File: src/rtl/core/ring_priority_queue_linear_scan_unit_macros.svh
// Assertion macros used by the ring priority queue sequencer.
`ifndef RING_PRIORITY_QUEUE_LINEAR_SCAN_UNIT_MACROS_SVH
`define RING_PRIORITY_QUEUE_LINEAR_SCAN_UNIT_MACROS_SVH

// Condition that must hold at every clock edge out of reset.
`define RPQ_ASSERT(label, cond) \
  label: assert property (@(posedge clk) disable iff (rst) (cond)) \
    else $error("rpq: invariant violated");

// Trigger in one cycle implies a consequence in the next.
`define RPQ_ASSERT_NEXT(label, trig, cons) \
  label: assert property (@(posedge clk) disable iff (rst) (trig) |=> (cons)) \
    else $error("rpq: sequence violated");

`endif

File: src/rtl/core/rpq_pkg.sv
// Package: widths, codes, entry/request/result types and ring helpers for the queue.
`timescale 1ns / 1ps
package rpq_pkg;

  localparam int DEPTH = 16;
  localparam int IDX_W = $clog2(DEPTH);
  localparam int CNT_W = $clog2(DEPTH + 1);
  localparam int VAL_W = 32;
  localparam int PRI_W = 16;
  localparam int CFG_W = 5;
  localparam int OCC_W = 5;
  localparam int ENTRY_W = VAL_W + PRI_W;
  localparam logic [CFG_W-1:0] CAP_RESET = 5'd16;

  typedef enum logic [1:0] {
    REQ_FRONT  = 2'd0,
    REQ_REAR   = 2'd1,
    REQ_REMOVE = 2'd2
  } req_kind_t;

  typedef enum logic [1:0] {
    STAT_DONE  = 2'd0,
    STAT_FULL  = 2'd1,
    STAT_EMPTY = 2'd2
  } status_t;

  typedef enum logic [2:0] {
    S_IDLE,
    S_SCAN,
    S_SCAN_LAST,
    S_SHIFT,
    S_SHIFT_LAST,
    S_RESP
  } state_t;

  typedef struct packed {
    logic signed [PRI_W-1:0] pri;
    logic signed [VAL_W-1:0] val;
  } entry_t;

  typedef struct packed {
    req_kind_t               kind;
    logic signed [VAL_W-1:0] val;
    logic signed [PRI_W-1:0] pri;
  } req_t;

  typedef struct packed {
    status_t                 status;
    logic signed [VAL_W-1:0] val;
    logic signed [PRI_W-1:0] pri;
    logic [OCC_W-1:0]        occupancy;
  } res_t;

  // Raw capacity register -> slots actually used (0 acts as 1, clamp at DEPTH).
  function automatic logic [CNT_W-1:0] eff_cap(logic [CFG_W-1:0] raw);
    logic [CNT_W-1:0] r;
    if (raw == '0) begin
      r = CNT_W'(1);
    end else if (int'(raw) > DEPTH) begin
      r = CNT_W'(DEPTH);
    end else begin
      r = CNT_W'(raw);
    end
    return r;
  endfunction

  // Step one slot forward around a ring of cap slots.
  function automatic logic [IDX_W-1:0] ring_inc(logic [IDX_W-1:0] p,
                                                logic [CNT_W-1:0] cap);
    logic [IDX_W-1:0] r;
    if (CNT_W'(p) == cap - CNT_W'(1)) begin
      r = '0;
    end else begin
      r = p + IDX_W'(1);
    end
    return r;
  endfunction

endpackage

File: src/rtl/core/ring_priority_queue_linear_scan_unit.sv
// Top level: stream ports, capacity register and output register around the queue sequencer.
//
//  channel  dir  handshake            payload
//  s_*      in   s_tvalid / s_tready  request beat: kind in tuser, value+priority in tdata
//  m_*      out  m_tvalid / m_tready  result beat: status in tuser, value/priority/occupancy
//  cfg_*    in   cfg_valid / cfg_ready  capacity register write (clears the queue)
//
//  Insert: accept with memory write, then hand-off to the output register.
//  Remove of n held entries: a scan that reads each held entry and drains the last read,
//  then, unless the winner is the last entry, a shift of each entry behind the winner
//  with a final write, then the hand-off; paced by the single read port of the slot RAM.
//  Reset: synchronous, queue empty, capacity 16; slot RAM is not cleared.
//  A result waits in the output register while the next beat is taken; the sequencer
//  holds its own result only when that register is still full.
`timescale 1ns / 1ps
module ring_priority_queue_linear_scan_unit
  import rpq_pkg::*;
(
  input  logic                 clk,
  input  logic                 rst,
  input  logic                 s_tvalid,
  output logic                 s_tready,
  input  logic [ENTRY_W-1:0]   s_tdata,   // [31:0] item_value, [47:32] item_priority
  input  logic [1:0]           s_tuser,   // [1:0] req_type
  output logic                 m_tvalid,
  input  logic                 m_tready,
  output logic [55:0]          m_tdata,   // [31:0] removed_value, [47:32] removed_priority,
                                          // [52:48] occupancy, [55:53] zero
  output logic [1:0]           m_tuser,   // [1:0] status
  input  logic                 cfg_valid,
  output logic                 cfg_ready,
  input  logic [CFG_W-1:0]     cfg_data   // queue_capacity
);

  logic [CNT_W-1:0] cap;
  logic             idle;
  logic             req_valid;
  logic             req_ready;
  req_t             req;
  logic             cfg_we;
  logic             res_valid;
  logic             res_ready;
  res_t             res;
  res_t             out_res;

  // configuration is taken only between requests and wins over a same-cycle request
  assign cfg_ready = idle;
  assign cfg_we    = cfg_valid && cfg_ready;
  assign req_valid = s_tvalid && !cfg_valid;
  assign s_tready  = req_ready && !cfg_valid;

  assign req = '{kind: req_kind_t'(s_tuser),
                 val:  s_tdata[VAL_W-1:0],
                 pri:  s_tdata[ENTRY_W-1:VAL_W]};

  // store the effective capacity so the ring math never sees 0 or > DEPTH
  always_ff @(posedge clk) begin
    if (rst) begin
      cap <= eff_cap(CAP_RESET);
    end else if (cfg_we) begin
      cap <= eff_cap(cfg_data);
    end
  end

  rpq_ctrl u_ctrl (
    .clk       (clk),
    .rst       (rst),
    .req_valid (req_valid),
    .req_ready (req_ready),
    .req       (req),
    .cfg_clear (cfg_we),
    .cap       (cap),
    .idle      (idle),
    .res_valid (res_valid),
    .res_ready (res_ready),
    .res       (res)
  );

  // output register: refills in the same cycle the held beat leaves
  assign res_ready = !m_tvalid || m_tready;

  always_ff @(posedge clk) begin
    if (rst) begin
      m_tvalid <= 1'b0;
    end else if (res_ready) begin
      m_tvalid <= res_valid;
    end
  end

  always_ff @(posedge clk) begin
    if (res_ready && res_valid) begin
      out_res <= res;
    end
  end

  assign m_tuser = out_res.status;
  assign m_tdata = {3'b000, out_res.occupancy, out_res.pri, out_res.val};

endmodule

File: src/rtl/core/rpq_ram.sv
// Generic single-write, single-read synchronous RAM with registered read data.
`timescale 1ns / 1ps
module rpq_ram #(
  parameter int WIDTH  = 48,
  parameter int WORDS  = 16,
  parameter int ADDR_W = $clog2(WORDS)
) (
  input  logic              clk,
  input  logic              we,
  input  logic [ADDR_W-1:0] waddr,
  input  logic [WIDTH-1:0]  wdata,
  input  logic              re,
  input  logic [ADDR_W-1:0] raddr,
  output logic [WIDTH-1:0]  rdata
);

  logic [WIDTH-1:0] mem [WORDS];

  always_ff @(posedge clk) begin
    if (we) begin
      mem[waddr] <= wdata;
    end
  end

  always_ff @(posedge clk) begin
    if (re) begin
      rdata <= mem[raddr];
    end
  end

endmodule

File: src/rtl/core/rpq_ctrl.sv
// Queue sequencer: ring pointers, insert writes, max-priority scan and shift-down pass.
`timescale 1ns / 1ps
`include "ring_priority_queue_linear_scan_unit_macros.svh"
module rpq_ctrl
  import rpq_pkg::*;
(
  input  logic             clk,
  input  logic             rst,
  input  logic             req_valid,
  output logic             req_ready,
  input  req_t             req,
  input  logic             cfg_clear,
  input  logic [CNT_W-1:0] cap,
  output logic             idle,
  output logic             res_valid,
  input  logic             res_ready,
  output res_t             res
);

  state_t state, state_next;

  logic [IDX_W-1:0] head;
  logic [CNT_W-1:0] count;

  // scan bookkeeping
  logic [IDX_W-1:0] rd_ptr;
  logic [CNT_W-1:0] scan_k;
  logic             dv;
  logic             dv_first;
  logic [IDX_W-1:0] dv_pos;
  logic [CNT_W-1:0] dv_k;
  logic [CNT_W-1:0] best_k;
  logic [IDX_W-1:0] best_pos;
  entry_t           best;

  // shift bookkeeping
  logic [IDX_W-1:0] src;
  logic [IDX_W-1:0] dst;
  logic [CNT_W-1:0] sh_k;
  logic             pend;
  logic [IDX_W-1:0] pend_dst;

  // result hold
  status_t                 r_status;
  logic signed [VAL_W-1:0] r_val;
  logic signed [PRI_W-1:0] r_pri;

  // memory port
  logic             mem_we;
  logic [IDX_W-1:0] mem_waddr;
  entry_t           mem_wdata;
  logic             mem_re;
  logic [IDX_W-1:0] mem_raddr;
  logic [ENTRY_W-1:0] mem_rdata;
  entry_t           rd_entry;

  logic             accept;
  logic [CNT_W-1:0] last_k;
  logic             full;
  logic [IDX_W-1:0] front_pos;
  logic [CNT_W:0]   rear_sum;
  logic [IDX_W-1:0] rear_pos;
  logic             better;
  logic             take;
  logic [CNT_W-1:0] nbest_k;
  logic [IDX_W-1:0] nbest_pos;
  entry_t           nbest;

  rpq_ram #(
    .WIDTH (ENTRY_W),
    .WORDS (DEPTH)
  ) u_ram (
    .clk   (clk),
    .we    (mem_we),
    .waddr (mem_waddr),
    .wdata (mem_wdata),
    .re    (mem_re),
    .raddr (mem_raddr),
    .rdata (mem_rdata)
  );

  assign rd_entry = entry_t'(mem_rdata);
  assign accept   = req_valid && req_ready;
  assign last_k   = count - CNT_W'(1);
  assign full     = count >= cap;

  // slot positions for the two insert kinds; head stays below cap and count never exceeds it
  assign front_pos = (head == '0) ? IDX_W'(cap - CNT_W'(1)) : head - IDX_W'(1);
  assign rear_sum  = {1'b0, CNT_W'(head)} + {1'b0, count};
  assign rear_pos  = (rear_sum >= {1'b0, cap}) ? IDX_W'(rear_sum - {1'b0, cap})
                                               : IDX_W'(rear_sum);

  // strictly better only (higher priority, then higher value), so the entry nearest the front keeps full ties
  assign better = (rd_entry.pri > best.pri) ||
                  ((rd_entry.pri == best.pri) && (rd_entry.val > best.val));
  assign take      = dv && (dv_first || better);
  assign nbest_k   = take ? dv_k : best_k;
  assign nbest_pos = take ? dv_pos : best_pos;
  assign nbest     = take ? rd_entry : best;

  // next state
  always_comb begin
    state_next = state;
    case (state)
      S_IDLE: begin
        if (accept) begin
          if (req.kind == REQ_REMOVE && count != '0) begin
            state_next = S_SCAN;
          end else begin
            state_next = S_RESP;
          end
        end
      end
      S_SCAN: begin
        if (scan_k == last_k) begin
          state_next = S_SCAN_LAST;
        end
      end
      S_SCAN_LAST: begin
        if (nbest_k == last_k) begin
          state_next = S_RESP;
        end else begin
          state_next = S_SHIFT;
        end
      end
      S_SHIFT: begin
        if (sh_k == last_k) begin
          state_next = S_SHIFT_LAST;
        end
      end
      S_SHIFT_LAST: state_next = S_RESP;
      S_RESP: begin
        if (res_ready) begin
          state_next = S_IDLE;
        end
      end
      default: state_next = S_IDLE;
    endcase
  end

  // outputs and memory port
  always_comb begin
    req_ready = 1'b0;
    idle      = 1'b0;
    res_valid = 1'b0;
    mem_re    = 1'b0;
    mem_raddr = rd_ptr;
    mem_we    = 1'b0;
    mem_waddr = pend_dst;
    mem_wdata = rd_entry;
    case (state)
      S_IDLE: begin
        req_ready = 1'b1;
        idle      = 1'b1;
        if (accept && !full &&
            (req.kind == REQ_FRONT || req.kind == REQ_REAR)) begin
          mem_we    = 1'b1;
          mem_waddr = (req.kind == REQ_FRONT) ? front_pos : rear_pos;
          mem_wdata = '{pri: req.pri, val: req.val};
        end
      end
      S_SCAN: begin
        mem_re    = 1'b1;
        mem_raddr = rd_ptr;
      end
      S_SHIFT: begin
        mem_re    = 1'b1;
        mem_raddr = src;
        mem_we    = pend;
      end
      S_SHIFT_LAST: begin
        mem_we = pend;
      end
      S_RESP: begin
        res_valid = 1'b1;
      end
      default: begin
        req_ready = 1'b0;
      end
    endcase
  end

  assign res = '{status: r_status, val: r_val, pri: r_pri,
                 occupancy: OCC_W'(count)};

  always_ff @(posedge clk) begin
    if (rst) begin
      state <= S_IDLE;
      head  <= '0;
      count <= '0;
      dv    <= 1'b0;
      pend  <= 1'b0;
    end else begin
      state <= state_next;
      // read data is valid the cycle after a scan or shift read
      dv    <= (state == S_SCAN);
      pend  <= (state == S_SHIFT);
      if (cfg_clear) begin
        head  <= '0;
        count <= '0;
      end
      case (state)
        S_IDLE: begin
          if (accept) begin
            r_val    <= '0;
            r_pri    <= '0;
            rd_ptr   <= head;
            scan_k   <= '0;
            case (req.kind)
              REQ_FRONT, REQ_REAR: begin
                if (full) begin
                  r_status <= STAT_FULL;
                end else begin
                  r_status <= STAT_DONE;
                  count <= count + CNT_W'(1);
                  if (req.kind == REQ_FRONT) begin
                    head <= front_pos;
                  end
                end
              end
              REQ_REMOVE: begin
                if (count == '0) begin
                  r_status <= STAT_EMPTY;
                end else begin
                  r_status <= STAT_DONE;
                end
              end
              default: r_status <= STAT_DONE;
            endcase
          end
        end
        S_SCAN: begin
          rd_ptr   <= ring_inc(rd_ptr, cap);
          scan_k   <= scan_k + CNT_W'(1);
          dv_first <= (scan_k == '0);
          dv_pos   <= rd_ptr;
          dv_k     <= scan_k;
          best_k   <= nbest_k;
          best_pos <= nbest_pos;
          best     <= nbest;
        end
        S_SCAN_LAST: begin
          r_val <= nbest.val;
          r_pri <= nbest.pri;
          src   <= ring_inc(nbest_pos, cap);
          dst   <= nbest_pos;
          sh_k  <= nbest_k + CNT_W'(1);
          if (nbest_k == last_k) begin
            count <= count - CNT_W'(1);
          end
        end
        S_SHIFT: begin
          // entry at src lands one slot toward the front on the next cycle
          pend_dst <= dst;
          dst      <= src;
          src      <= ring_inc(src, cap);
          sh_k     <= sh_k + CNT_W'(1);
        end
        S_SHIFT_LAST: begin
          count <= count - CNT_W'(1);
        end
        default: begin
        end
      endcase
    end
  end

  `RPQ_ASSERT(a_count_in_cap, count <= cap)
  `RPQ_ASSERT(a_head_in_cap, CNT_W'(head) < cap)
  `RPQ_ASSERT(a_pend_in_shift, !pend || state == S_SHIFT || state == S_SHIFT_LAST)
  `RPQ_ASSERT(a_dv_in_scan, !dv || state == S_SCAN || state == S_SCAN_LAST)
  `RPQ_ASSERT_NEXT(a_remove_scans,
                   accept && req.kind == REQ_REMOVE && count != '0,
                   state == S_SCAN)

endmodule
File: config.mk
export PLATFORM = sky130hd
export DESIGN_NAME = ring_priority_queue_linear_scan_unit
export DESIGN_NICKNAME = d
export VERILOG_FILES = /design/src/rtl/core/rpq_pkg.sv /design/src/rtl/core/ring_priority_queue_linear_scan_unit.sv /design/src/rtl/core/rpq_ram.sv /design/src/rtl/core/rpq_ctrl.sv
export VERILOG_INCLUDE_DIRS = /design/src /design/src/rtl/core
export SDC_FILE = /design/constraint.sdc
export NUM_CORES = 1
export LEC_CHECK = 0
export BUFFER_PORTS_ARGS = -buffer_cell sky130_fd_sc_hd__buf_4
export CAP_MARGIN = 20
export CORE_MARGIN = 3
export CORE_UTILIZATION = 40
export DETAILED_ROUTE_END_ITERATION = 10
export HOLD_SLACK_MARGIN = 0.15
export PLACE_DENSITY = 0.63
export RECOVER_POWER = 100
export SLEW_MARGIN = 20
export SYNTH_ARGS = -nofsm -noshare
export SYNTH_HDL_FRONTEND = slang
export SYNTH_SLANG_ARGS = --single-unit
File: constraint.sdc
create_clock -name clk -period 6.71 [get_ports clk]
set_input_delay 0.3355 -clock clk [delete_from_list [all_inputs] [get_ports clk]]
set_output_delay 0.3355 -clock clk [all_outputs]
set_load 0.01 [all_outputs]
==> flow_metrics.env, run 1 <==
export IMPL_placed_area_mm2=0.0457
export IMPL_fmax_ghz=0.173
export IMPL_path_max_fanout=16
export IMPL_place_ws_ps=1350
export IMPL_p_per_area_mw_per_mm2=377
export IMPL_initial_core_util=0.406
export IMPL_grt_pass1_vias=24900
export IMPL_die_w_um=334
export IMPL_cts_max_path_buffers=3
export IMPL_die_h_um=334
export IMPL_antennaDiodeCount=0
export IMPL_status="finished, violations left"
export IMPL_max_slew_margin=-1.12
export IMPL_wirelength_um=101000
export IMPL_post_cts_setup_buffers=0
export IMPL_drive_above_1_share=0.0825
export IMPL_clkLatencyLatePin_ps=670
export IMPL_synth_most_common_cell="edfxtp_1"
export IMPL_fin_tns_setup_ps=0
export IMPL_critPathKind="reg2reg"
export IMPL_drcViolationCount=0
export IMPL_synth_area_leaders="edfxtp_1, a211oi_1, nand2_1"
export IMPL_gp_congestion=0.823
export IMPL_drt_first_pass_iters=5
export IMPL_multi_input_area_mm2=0.0113
export IMPL_dieArea_mm2=0.112
export IMPL_ys_seq_elements=1034
export IMPL_fin_nets=3315
export IMPL_hold_viol=0
export IMPL_yosysWarnings=0
export IMPL_synth_edff_count=1014
export IMPL_required_ps=6990
export IMPL_setup_ws_ps=918
export IMPL_grt_overflow_total=0
export IMPL_tritoncts="yes"
export IMPL_postLayoutCellArea_mm2=0.0486
export IMPL_viasPerCell=5.51
export IMPL_core_mm2=0.106
export IMPL_yosysSeqAreaShare=0.716
export IMPL_hold_class="in2reg"
export IMPL_fin_worst_skew_ps=27.8
export IMPL_ys_top_cells_by_count="edfxtp_1, nand2_1, and2_1, a211oi_1, clkbuf_1"
export IMPL_synth_area_leader_cell="edfxtp_1"
export IMPL_whs_ps=373
export IMPL_num_rows=119
export IMPL_area_growth_pct=12.7
export IMPL_routedWlPerCell_um=21.8
export IMPL_period_minus_slack_ps=5790
export IMPL_p_leak_nw=15.8
export IMPL_fin_crit_sh=0.863
export IMPL_worstPathArrival_ps=6070
export IMPL_vias=25600
export IMPL_endpoint_kind="flop"
export IMPL_final_fill_count=9261
export IMPL_first_iter_violations=2545
export IMPL_syn_area_mm2=0.0431
export IMPL_ctsResizeCount=0
export IMPL_clk_root_buffer_cell="clkbuf_16"
export IMPL_final_antenna_net_count=0
export IMPL_failed_checks="capacitance limit, slew limit"
export IMPL_ir_worst_vdd_v=0.000218
export IMPL_place_hpwl_um=57700
export IMPL_ioPinCount=121
export IMPL_grt_total_usage=0.178
export IMPL_port_buffers=117
export IMPL_h_tree_depth=3
export IMPL_antenna_found_initial=10
export IMPL_setup_viol_count_final=0
export IMPL_drv_cap=8
export IMPL_synth_top_area_frac=0.706
export IMPL_synth_cell_types=69
export IMPL_ys_flop_type="edfxtp_1"
export IMPL_numCtsBuffers=102
export IMPL_cp_start_kind="flop"
export IMPL_hold_buffers=13
export IMPL_grt_pass1_wl_um=154000
export IMPL_cts_sinks=1034
export IMPL_synthArstFlopShare=0
export IMPL_seqCellArea_mm2=0.0308
export IMPL_grt_max_degree=204
export IMPL_slew_violations=262
export IMPL_tightest_slew_ps=3180
export IMPL_path_clk_slew_ps=70
export IMPL_rsz0062_at_grt="false"
export IMPL_avgSynthCellArea_um2=13.9
export IMPL_netlist_instances=3093
[metrics by stage]
step | std cells | util | total power [mW]
2_1_floorplan | 3095 | - | 11.5
5_1_grt | 4653 | 0.458 | 19.2
4_1_cts | 4653 | 0.461 | 18.5
6_report | 4653 | 0.458 | 18.3
3_5_place_dp | 4454 | 0.430 | 13.1
3_3_place_gp | 4454 | 0.430 | 13.0
[registers in the layout, summed over array words and instances (netlist names), 5 cells and up]
register / flops
u_ctrl.r_val: 32
u_ctrl.sh_k: 5
u_ctrl.u_ram.rdata: 48
u_ctrl.r_pri: 16
u_ctrl.count: 5
u_ctrl.scan_k: 5
u_ctrl.u_ram.mem: 768
cap: 5
u_ctrl.dv_k: 5
m_tdata: 53
u_ctrl.best_k: 5
u_ctrl.best: 48
[worst max-delay path, stage by stage (launching register included)]
cell	delay [ps]
dfxtp_1	460
ha_1	310
fa_1	400
xor2_1	250
ha_1	300
a21boi_0	140
o21ai_0	190
nand2b_1	80
a221oi_1	660
nor2_1	110
a21oi_1	150
a21oi_1	110
mux2_1	370
nand2b_1	350
nor2_4	660
clkbuf_1	860
[logic make-up (layout without fill, tap and decap cells)]
logic type	after synthesis	count (layout)	synth area share
XOR/XNOR	49	49	0.00996
buffers and inverters	278	445	0.0249
AO/OA/AOI/OAI	708	708	0.112
AND/OR/NAND/NOR	881	881	0.0971
multiplexers	67	67	0.0178
other	1	3	0.0000870
flip-flops	1034	1034	0.716
adder cells (fa/ha/maj)	75	75	0.0221
[final cells by class]
cell class / instances / share of cell area
clock buffer: 126 / 0.0553
timing repair buffer: 180 / 0.0245
tap: 1391 / 0.0358
multi-input combinational: 1783 / 0.233
clock inverter: 60 / 0.00984
inverter: 79 / 0.00610
sequential: 1034 / 0.635
[power breakdown]
group | total, mW | leakage, nW | switching (mW) | internal (mW)
clock network | 5.45 | 1.55 | 2.38 | 3.07
registers | 8.58 | 9.33 | 0.343 | 8.24
logic | 4.28 | 4.96 | 2.99 | 1.29
[worst paths after layout]
path,startpoint,to,slack (ps),cells past startpoint
worst max register to register,u_ctrl.count[0],u_ctrl.u_ram.mem[8][41],920,15
worst min register to register,u_ctrl.r_pri[11],m_tdata[43],420,0
worst max-delay path,u_ctrl.count[0],u_ctrl.u_ram.mem[8][41],920,15
worst min-delay path,s_tdata[41],u_ctrl.u_ram.mem[12][41],370,2
[routing by layer]
| metal | vias up | track usage | share of wire |
|---|---|---|---|
| met4 | 2 | 0.0554 | 0.023 |
| met5 | - | 0 | 0.00019 |
| met1 | 12800 | 0.250 | 0.44 |
| met3 | 133 | 0.0300 | 0.070 |
| li1 | 11900 | - | - |
| met2 | 791 | 0.285 | 0.47 |
[cell usage in the layout (no fill, tap or decap), types with 68 or more instances in the layout]
cell / count
inv_1: 79
a211oi_1: 243
o21ai_0: 68
edfxtp_1: 1014
and2_1: 197
a31oi_1: 102
clkbuf_1: 93
nand2_1: 469
ha_1: 73
a21oi_1: 144
buf_4: 77
a311oi_1: 96
clkbuf_16: 104
No activity file was read; power rests on OpenSTA's default activity.
==> run 2: changes to the inputs <==
PLACE_DENSITY = default   (was 0.63)
PLACE_DENSITY_LB_ADDON = 0.05   (was default)
==> run 2 against run 1 <==
First-iteration DRC count shrank 24%. Register-to-register slack lost 80 ps. Clock power grew 6.1%. The run still ends with capacitance limit, slew limit left. Critical endpoint is now u_ctrl.u_ram.mem[9][10]. Via count grew 0.30%.
==> flow_metrics.env, run 2 (synthesized netlist as in run 1, its figures left out) <==
export IMPL_status="finished, violations left"
export IMPL_failed_checks="capacitance limit, slew limit"
export IMPL_grt_overflow_total=0
export IMPL_path_max_fanout=48
export IMPL_p_comb_frac=0.242
export IMPL_die_h_um=334
export IMPL_max_slew_margin=-0.943
export IMPL_sequentialPowerShare=0.453
export IMPL_grt_pass1_vias=26000
export IMPL_p_sw_mw=6.14
export IMPL_final_antenna_net_count=0
export IMPL_path_clk_slew_ps=60
export IMPL_slew_violations=614
export IMPL_cp_slowest_cell="clkbuf_2"
export IMPL_viasPerCell=5.50
export IMPL_vias=25700
export IMPL_cts_sinks=1034
export IMPL_final_fill_count=9400
export IMPL_cp_start_kind="flop"
export IMPL_dieArea_mm2=0.112
export IMPL_switching_share=0.323
export IMPL_place_hpwl_um=68600
export IMPL_p_total_mw=19.0
export IMPL_initial_core_util=0.406
export IMPL_p_per_area_mw_per_mm2=389
export IMPL_endpoint_kind="flop"
export IMPL_critPathKind="reg2reg"
export IMPL_cpLargestDelayFamily="compound AO/OA/AOI/OAI gates"
export IMPL_h_tree_depth=3
export IMPL_cts_max_path_buffers=3
export IMPL_hold_viol=0
export IMPL_setup_viol_count_final=0
export IMPL_fin_worst_skew_ps=25.0
export IMPL_p_leak_nw=15.9
export IMPL_whs_ps=347
export IMPL_largest_reg_flops=768
export IMPL_routedWlPerCell_um=24.4
export IMPL_core_mm2=0.106
export IMPL_clkLatencyLatePin_ps=700
export IMPL_drive_above_1_share=0.0817
export IMPL_post_cts_setup_buffers=0
export IMPL_drt_first_pass_iters=7
export IMPL_first_iter_violations=1945
export IMPL_setup_ws_ps=838
export IMPL_crit_chain="ha_1 -> fa_1 -> xor2_1 -> ha_1 -> a21boi_0 -> o21ai_0 -> nand2b_1 -> a221oi_1 -> mux2_2 -> o211ai_1 -> o21ai_0 -> nor2b_1 -> nand2_1 -> nor2_4 -> clkbuf_2"
export IMPL_port_buffers=117
export IMPL_numCtsBuffers=111
export IMPL_drv_cap=11
export IMPL_antenna_found_initial=4
export IMPL_grt_pass1_wl_um=170000
export IMPL_clock_power_share=0.304
export IMPL_fin_tns_setup_ps=0
export IMPL_cp_slowest_stage_delay_ps=1230
export IMPL_die_w_um=334
export IMPL_rsz0062_at_grt="false"
export IMPL_reg2reg_slack_ps=840
export IMPL_gp_congestion=0.816
export IMPL_drcViolationCount=0
export IMPL_hold_class="in2reg"
export IMPL_layout_common_cells="edfxtp_1, nand2_1, a211oi_1, and2_1, a21oi_1"
export IMPL_grt_total_usage=0.203
export IMPL_clk_root_buffer_cell="clkbuf_16"
export IMPL_worst_path_buf_inv=1
export IMPL_worstPathArrival_ps=6150
export IMPL_period_minus_slack_ps=5870
export IMPL_fin_util=0.460
export IMPL_ir_worst_vdd_v=0.000230
export IMPL_tightest_slew_ps=2920
export IMPL_internal_power_mw=12.9
export IMPL_num_rows=119
export IMPL_ioPinCount=121
export IMPL_fin_crit_sh=0.875
export IMPL_fmax_ghz=0.170
export IMPL_wirelength_um=114000
export IMPL_place_ws_ps=1250
export IMPL_top_register="u_ctrl.u_ram.mem"
export IMPL_layout_commonest_cell="edfxtp_1"
export IMPL_grt_max_degree=167
export IMPL_tritoncts="yes"
export IMPL_area_growth_pct=13.2
export IMPL_fin_nets=3325
export IMPL_required_ps=6990
run 2: final cells by class:
type	instances	area, um2	area share
Clock inverter	52	443	0.00908
Antenna cell	2	5.00	0.000103
Multi-Input combinational cell	1783	11300	0.231
Tap cell	1391	1740	0.0357
Timing Repair Buffer	181	1220	0.0250
Clock buffer	150	2970	0.0608
Inverter	79	297	0.00608
Sequential cell	1034	30800	0.632
run 2: repair_timing:
item                      in CTS  in global routing
hold endpoints to repair      16                  0
hold buffers                  12                  0
resized for setup              0                  0
run 2: worst min-delay path, cell delays in order:
cell	delay, ps
buf_4	100
nor2b_1	180
nand2_1	140
nor2_1	100
run 2: worst paths after layout:
check / from / to / depth (start not counted)
setup / recovery: u_ctrl.count[0] / u_ctrl.u_ram.mem[9][10] / 15
setup reg to reg: u_ctrl.count[0] / u_ctrl.u_ram.mem[9][10] / 15
hold / removal: s_tvalid / u_ctrl.r_status[1] / 4
hold reg to reg: u_ctrl.r_pri[4] / m_tdata[36] / 0
run 2: stage by stage:
step | instance area (um2) | cells
floorplan | 43100 | 3095
detailed placement | 45700 | 4455
finish | 48800 | 4672
CTS | 49200 | 4669
global route | 48800 | 4670
global placement | 45700 | 4455
run 2: power groups by stage:
stage,Clock [mW],Combinational (mW),Sequential (mW)
5_1_grt,6.20,5.12,8.67
2_1_floorplan,0,3.01,8.52
3_5_place_dp,0,4.75,8.73
6_report,5.78,4.61,8.62
4_1_cts,5.95,4.77,8.60
3_3_place_gp,0,4.70,8.72
run 2: metal layers:
| layer | share of wire | track usage | wire (um) | vias up |
|---|---|---|---|---|
| li1 | - | - | - | 11900 |
| met1 | 0.46 | 0.284 | 51900 | 12900 |
| met2 | 0.45 | 0.314 | 51400 | 660 |
| met3 | 0.061 | 0.0447 | 6960 | 186 |
| met4 | 0.032 | 0.0662 | 3690 | 0 |
| met5 | 0 | 0 | 0 | - |
